--- config.mk ---
export PLATFORM = sky130hd
export DESIGN_NAME = vfa_sqrt
export DESIGN_NICKNAME = d
export VERILOG_FILES = /design/src/hdl/vfa_pkg.sv /design/src/hdl/vfa_sqrt.sv
export SDC_FILE = /design/constraint.sdc
export NUM_CORES = 2
export LEC_CHECK = 0
export BUFFER_PORTS_ARGS = -buffer_cell sky130_fd_sc_hd__buf_2
export CORE_MARGIN = 5
export CORE_UTILIZATION = 44
export DETAILED_ROUTE_END_ITERATION = 6
export SLEW_MARGIN = 20
export SYNTH_ARGS = -nofsm -noshare
export SYNTH_HDL_FRONTEND = slang
export SYNTH_SLANG_ARGS = --single-unit
--- constraint.sdc ---
create_clock -name clk -period 4.3 [get_ports clk]
set_input_delay 0.645 -clock clk [delete_from_list [all_inputs] [get_ports clk]]
set_output_delay 0.645 -clock clk [all_outputs]
set_load 0.01 [all_outputs]
--- src/hdl/vfa_pkg.sv ---
`timescale 1ns / 1ps
// ----------------------------------------------------------------------------
// vfa_pkg: shared types and constants of the vector fixed-point ALU
// Word and fraction widths, opcodes, status codes and the saturation helper.
// ----------------------------------------------------------------------------
package vfa_pkg;

    localparam int WORD_W = 32;
    localparam int FRAC_W = 16;
    localparam int CMD_W  = 3;
    localparam int STAT_W = 2;

    localparam int PROD_W     = 2 * WORD_W;
    localparam int EXT_W      = 2 * WORD_W + 1;
    localparam int NUM_W      = WORD_W + FRAC_W;
    localparam int SQ_STAGES  = WORD_W;
    localparam int DIV_STAGES = NUM_W;
    localparam int LANE_DLY   = SQ_STAGES - 1;
    localparam int CTL_DLY    = SQ_STAGES + 2;

    localparam logic [EXT_W-1:0]  NEG_LIM  = EXT_W'(1) << (WORD_W - 1);
    localparam logic [EXT_W-1:0]  POS_LIM  = NEG_LIM - EXT_W'(1);
    localparam logic [WORD_W-1:0] MAX_WORD = {1'b0, {(WORD_W-1){1'b1}}};

    localparam logic [CMD_W-1:0] CMD_ADD   = 3'd0;
    localparam logic [CMD_W-1:0] CMD_SUB   = 3'd1;
    localparam logic [CMD_W-1:0] CMD_SCALE = 3'd2;
    localparam logic [CMD_W-1:0] CMD_DIV   = 3'd3;
    localparam logic [CMD_W-1:0] CMD_CROSS = 3'd4;
    localparam logic [CMD_W-1:0] CMD_LEN   = 3'd5;
    localparam logic [CMD_W-1:0] CMD_NORM  = 3'd6;

    localparam logic [STAT_W-1:0] ST_OK  = 2'd0;
    localparam logic [STAT_W-1:0] ST_DZ  = 2'd1;
    localparam logic [STAT_W-1:0] ST_SAT = 2'd2;

    typedef struct packed {
        logic              flag;
        logic [WORD_W-1:0] val;
    } sat_t;

    typedef struct packed {
        logic [CMD_W-1:0]  cmd;
        logic [WORD_W-1:0] a_self;
        logic [WORD_W-1:0] b_self;
        logic [WORD_W-1:0] a_j;
        logic [WORD_W-1:0] a_k;
        logic [WORD_W-1:0] b_j;
        logic [WORD_W-1:0] b_k;
        logic [WORD_W-1:0] s;
    } lane_in_t;

    typedef struct packed {
        logic [WORD_W-1:0] den;
        logic              den_neg;
    } den_t;

    typedef struct packed {
        sat_t elem;
        sat_t quot;
    } lane_out_t;

    // sign/magnitude to saturated two's complement word
    function automatic sat_t sat_sm(input logic neg, input logic [EXT_W-1:0] mag);
        sat_t r;
        r.flag = 1'b0;
        r.val  = '0;
        if (!neg)
        begin
            if (mag > POS_LIM)
            begin
                r.flag = 1'b1;
                r.val  = MAX_WORD;
            end
            else
            begin
                r.val = mag[WORD_W-1:0];
            end
        end
        else
        begin
            if (mag > NEG_LIM)
            begin
                r.flag = 1'b1;
                r.val  = ~MAX_WORD;
            end
            else
            begin
                r.val = ~mag[WORD_W-1:0] + WORD_W'(1);
            end
        end
        return r;
    endfunction

endpackage

--- src/hdl/vfa_sqrt.sv ---
`timescale 1ns / 1ps
// ----------------------------------------------------------------------------
// vfa_sqrt: pipelined integer square root
// One root bit per stage, floor result, one radicand per cycle.
// ----------------------------------------------------------------------------
module vfa_sqrt (
    input  logic                         clk,
    input  logic [vfa_pkg::PROD_W-1:0]   radicand,
    output logic [vfa_pkg::WORD_W-1:0]   root
);
    import vfa_pkg::*;

    localparam int TRIAL_W = PROD_W + 1;

    logic [PROD_W-1:0] rem_reg  [SQ_STAGES];
    logic [PROD_W-1:0] rem_next [SQ_STAGES];
    logic [WORD_W-1:0] root_reg [SQ_STAGES];
    logic [WORD_W-1:0] root_next[SQ_STAGES];

    for (genvar k = 0; k < SQ_STAGES; k++)
    begin : g_stage
        localparam int B = WORD_W - 1 - k;
        logic [PROD_W-1:0]  rem_in;
        logic [WORD_W-1:0]  root_in;
        logic [TRIAL_W-1:0] trial;
        logic               ge;

        if (k == 0)
        begin : g_first
            assign rem_in  = radicand;
            assign root_in = '0;
        end
        else
        begin : g_rest
            assign rem_in  = rem_reg[k-1];
            assign root_in = root_reg[k-1];
        end

        // (r + 2^b)^2 - r^2
        assign trial        = (TRIAL_W'(root_in) << (B + 1)) + (TRIAL_W'(1) << (2 * B));
        assign ge           = TRIAL_W'(rem_in) >= trial;
        assign rem_next[k]  = ge ? rem_in - trial[PROD_W-1:0] : rem_in;
        assign root_next[k] = root_in | (WORD_W'(ge) << B);
    end

    always_ff @(posedge clk)
    begin
        for (int i = 0; i < SQ_STAGES; i++)
        begin
            rem_reg[i]  <= rem_next[i];
            root_reg[i] <= root_next[i];
        end
    end

    assign root = root_reg[SQ_STAGES-1];

endmodule

==> metrics.txt <==
Setup Fix Bufs, Post-CTS 0; arrival time at the worst endpoint roughly 4.7 ns; post-synth top area cell sky130_fd_sc_hd__dfxtp_1; maximum fanout along the worst path 6; clock transition time at the flip-flop clock pins of the worst setup and hold paths roughly 0.06 ns; most instantiated flip-flop cell in the synthesis netlist sky130_fd_sc_hd__dfxtp_1; count of buffers inserted at the top-level ports 96; count of flip-flops with a built-in enable after synthesis 0; final total power about 76 mW; Final ANT Viol Nets 0; source-to-sink clock delay at the later pin of the worst-skew pair 0.92 ns; maximum vdd drop 0.431 mV; Seq pwr share 0.441; DIE AREA 227000 sq um; critical path required time about 5 ns; number of antenna violations at the first check in global routing 18; fraction of layout instances using a drive strength above 1 0.0787; number of H-tree branching levels 5; final critical path time including I/O delays and setup 3.95 ns; count of cells resized by post-cts repair 0; multi-input combinational cell area 42100 sq um; maximum capacitance violations 0; count of different cell masters after synthesis 90; TritonCTS clock tree built; fin cells ~13000; detailed-route DRC error count 0; Async S/R FF share, synth 0; Die Y roughly 480 um; met2 routed WL 123000 um; sequential fraction of the synthesis area 0.525; TritonCTS buffer count approximately 280; number of hold violations in the final report 0; detailed-routing wirelength on met1 122000 um; final period utilization 0.918; vias in the first global route 68557; actual transition at the worst max-transition pin 1.11 ns; final-stage net count 10593; leakage 50.2 nW; global placer's final weighted congestion 0.922; count of final max-slew check failures 0; post-layout util 0.507; net switching component of the power 24.3 mW; most repeated cell in the gate-level netlist after synthesis sky130_fd_sc_hd__dfxtp_1; total setup violations reported at the end of the flow 0; portion of synthesized cell area occupied by the leading cell type 0.525; GR Overflow Total 0; max FFs per register about 2000; Post-Synthesis Cells approximately 9600; die width between 400 and 500 um; layout overhead on the synthesized area 14.8%; total negative setup slack 0 ns; pin count of the biggest net entering global routing 62; path type of the worst setup path flop to flop; wire length on met3 11200 um; via count 69518; average instance area after synthesis 9.93 sq um; unrepaired setup endpoints after global routing no; per-cell routed wire length 20.3 um; Total Routing Usage GR 0.226; number of I/O pins 97; effective utilization at floorplan 0.442; max layer used met5; Layout fillers ~20000; relative contribution of the clock network to total power 0.320; Worst setup EP type flop; Synth top cells by count 2512 x sky130_fd_sc_hd__dfxtp_1, 692 x sky130_fd_sc_hd__inv_1, 622 x sky130_fd_sc_hd__nor2_1; count of yosys warnings during synthesis 0; Max-Slew Margin vs Limit 0.243; floorplan core area between 200000 and 250000 sq um; run status finished, final reports clean; clock skew 0.0795 ns; internal power approximately 51 mW; switching power share of the total 0.322; number of placed instances, taps included between 10000 and 15000; Achievable Freq about 0.25 GHz; combinational power share 0.239; Syn Std Cell Area 95700 sq um; Initial DRC Count ~5200; total detailed-routing wirelength 265000 um; largest cells by area after synthesis sky130_fd_sc_hd__dfxtp_1 53%, sky130_fd_sc_hd__ha_1 7.3%, sky130_fd_sc_hd__xnor2_1 4.3%, sky130_fd_sc_hd__xor2_1 3.7%, sky130_fd_sc_hd__a21oi_1 3.2%; Cell Rows ~170; DRT Pass-1 Iters 6; element type at the critical path start flop; first-pass GRT wire length 406000 um; power density over the cells 688 nW/um^2; clock buffer depth 4; detailed placer's ending HPWL 208000 um; Sinks on Clock Net 2512; clock root buffer master sky130_fd_sc_hd__clkbuf_16; DR vias/cell 5.34; Mapped Nets 10263; Hold WC Path Type flop to flop; Synth Register Bits 2512; combined flip-flop and latch cell area 50300 sq um
[critical path, stage by stage, from the launching register on]
cell	delay, ns
sky130_fd_sc_hd__dfxtp_1	0.32
sky130_fd_sc_hd__inv_1	0.05
sky130_fd_sc_hd__ha_1	0.32
sky130_fd_sc_hd__o21ai_0	0.28
sky130_fd_sc_hd__a22oi_1	0.22
sky130_fd_sc_hd__a211oi_1	0.51
sky130_fd_sc_hd__o21ai_1	0.26
sky130_fd_sc_hd__a221oi_1	0.49
sky130_fd_sc_hd__o31ai_1	0.19
sky130_fd_sc_hd__or4_1	0.56
sky130_fd_sc_hd__or4_1	0.46
sky130_fd_sc_hd__xnor2_1	0.14
[kinds of logic (layout without fill, tap and decap cells)]
kind of cell / count (synthesis) / count (layout) / share of synthesized area
and+or+nand+nor: 2808 / 2808 / 0.152
xor gates and xnor gates: 874 / 874 / 0.0800
DFF: 2512 / 2512 / 0.525
muxes: 96 / 96 / 0.0111
buffers and inverters: 903 / 1429 / 0.0357
AOI/OAI and AO/OA: 1889 / 1889 / 0.123
other: 0 / 9 / 0
adders and majority gates: 558 / 558 / 0.0729
[power by group through the flow]
stage | clock network [mW] | registers (mW) | logic [mW]
after floorplan | 0 | 31.6 | 13.8
after global placement | 0 | 33.8 | 17.6
after detailed placement | 0 | 33.7 | 17.8
after CTS | 24.7 | 33.3 | 18.0
after global routing | 25.7 | 33.9 | 20.1
final | 24.2 | 33.3 | 18.1
[through the flow]
stage | hold WS, ns | area (sq um) | setup WS [ns]
global placement | 0.334 | 99800 | 0.416
CTS | 0.290 | 110000 | 0.413
floorplan | 0.322 | 95700 | 0.962
global route | 0.301 | 110000 | 0.138
finish | 0.305 | 110000 | 0.352
detailed placement | 0.332 | 99800 | 0.451
[area by class of cell]
cell class	instances	share of cell area
Multi-Input combinational cell	6225	0.383
Timing Repair Buffer	252	0.0169
Antenna cell	9	0.000205
Clock inverter	105	0.0130
Tap cell	2854	0.0325
Clock buffer	375	0.0726
Inverter	697	0.0238
Sequential cell	2512	0.458
[cells in the final DEF (no fill, tap or decap), types with 84 or more instances in the layout]
| cell | n |
|---|---|
| sky130_fd_sc_hd__xor2_1 | 406 |
| sky130_fd_sc_hd__nand2_1 | 592 |
| sky130_fd_sc_hd__nor2_1 | 621 |
| sky130_fd_sc_hd__or3_1 | 97 |
| sky130_fd_sc_hd__nand3_1 | 153 |
| sky130_fd_sc_hd__mux2_2 | 84 |
| sky130_fd_sc_hd__a21oi_1 | 617 |
| sky130_fd_sc_hd__buf_4 | 88 |
| sky130_fd_sc_hd__o21a_1 | 98 |
| sky130_fd_sc_hd__nor4_1 | 329 |
| sky130_fd_sc_hd__nand4_1 | 167 |
| sky130_fd_sc_hd__ha_1 | 558 |
| sky130_fd_sc_hd__inv_1 | 692 |
| sky130_fd_sc_hd__a21o_1 | 263 |
| sky130_fd_sc_hd__dfxtp_1 | 2512 |
| sky130_fd_sc_hd__o21ai_0 | 431 |
| sky130_fd_sc_hd__nand2b_1 | 99 |
| sky130_fd_sc_hd__clkbuf_16 | 288 |
| sky130_fd_sc_hd__nor3_1 | 279 |
| sky130_fd_sc_hd__buf_2 | 96 |
| sky130_fd_sc_hd__xnor2_1 | 468 |
| sky130_fd_sc_hd__or4_1 | 84 |
[repair_timing]
action | in CTS | in global routing
hold buffers | 64 | 0
hold endpoints to repair | 64 | 0
endpoints found under the setup margin | 0 | 0
[path summary, 6_finish.rpt]
kind              slack (ns)  depth (start not counted)                     start                        to
hold / removal          0.31                          0  root_reg[1][398]$_DFF_P_  root_reg[1][430]$_DFF_P_
hold reg to reg         0.31                          0  root_reg[1][398]$_DFF_P_  root_reg[1][430]$_DFF_P_
setup / recovery        0.35                         11  root_reg[1][357]$_DFF_P_   rem_reg[1][825]$_DFF_P_
setup reg to reg        0.35                         11  root_reg[1][357]$_DFF_P_   rem_reg[1][825]$_DFF_P_
[layer usage]
layer	up-vias	global-route usage
met5	-	0
met4	6	0.0721
met3	485	0.0294
met2	1603	0.375
met1	33029	0.305
li1	34395	-
(Power assumes the default switching activity.)
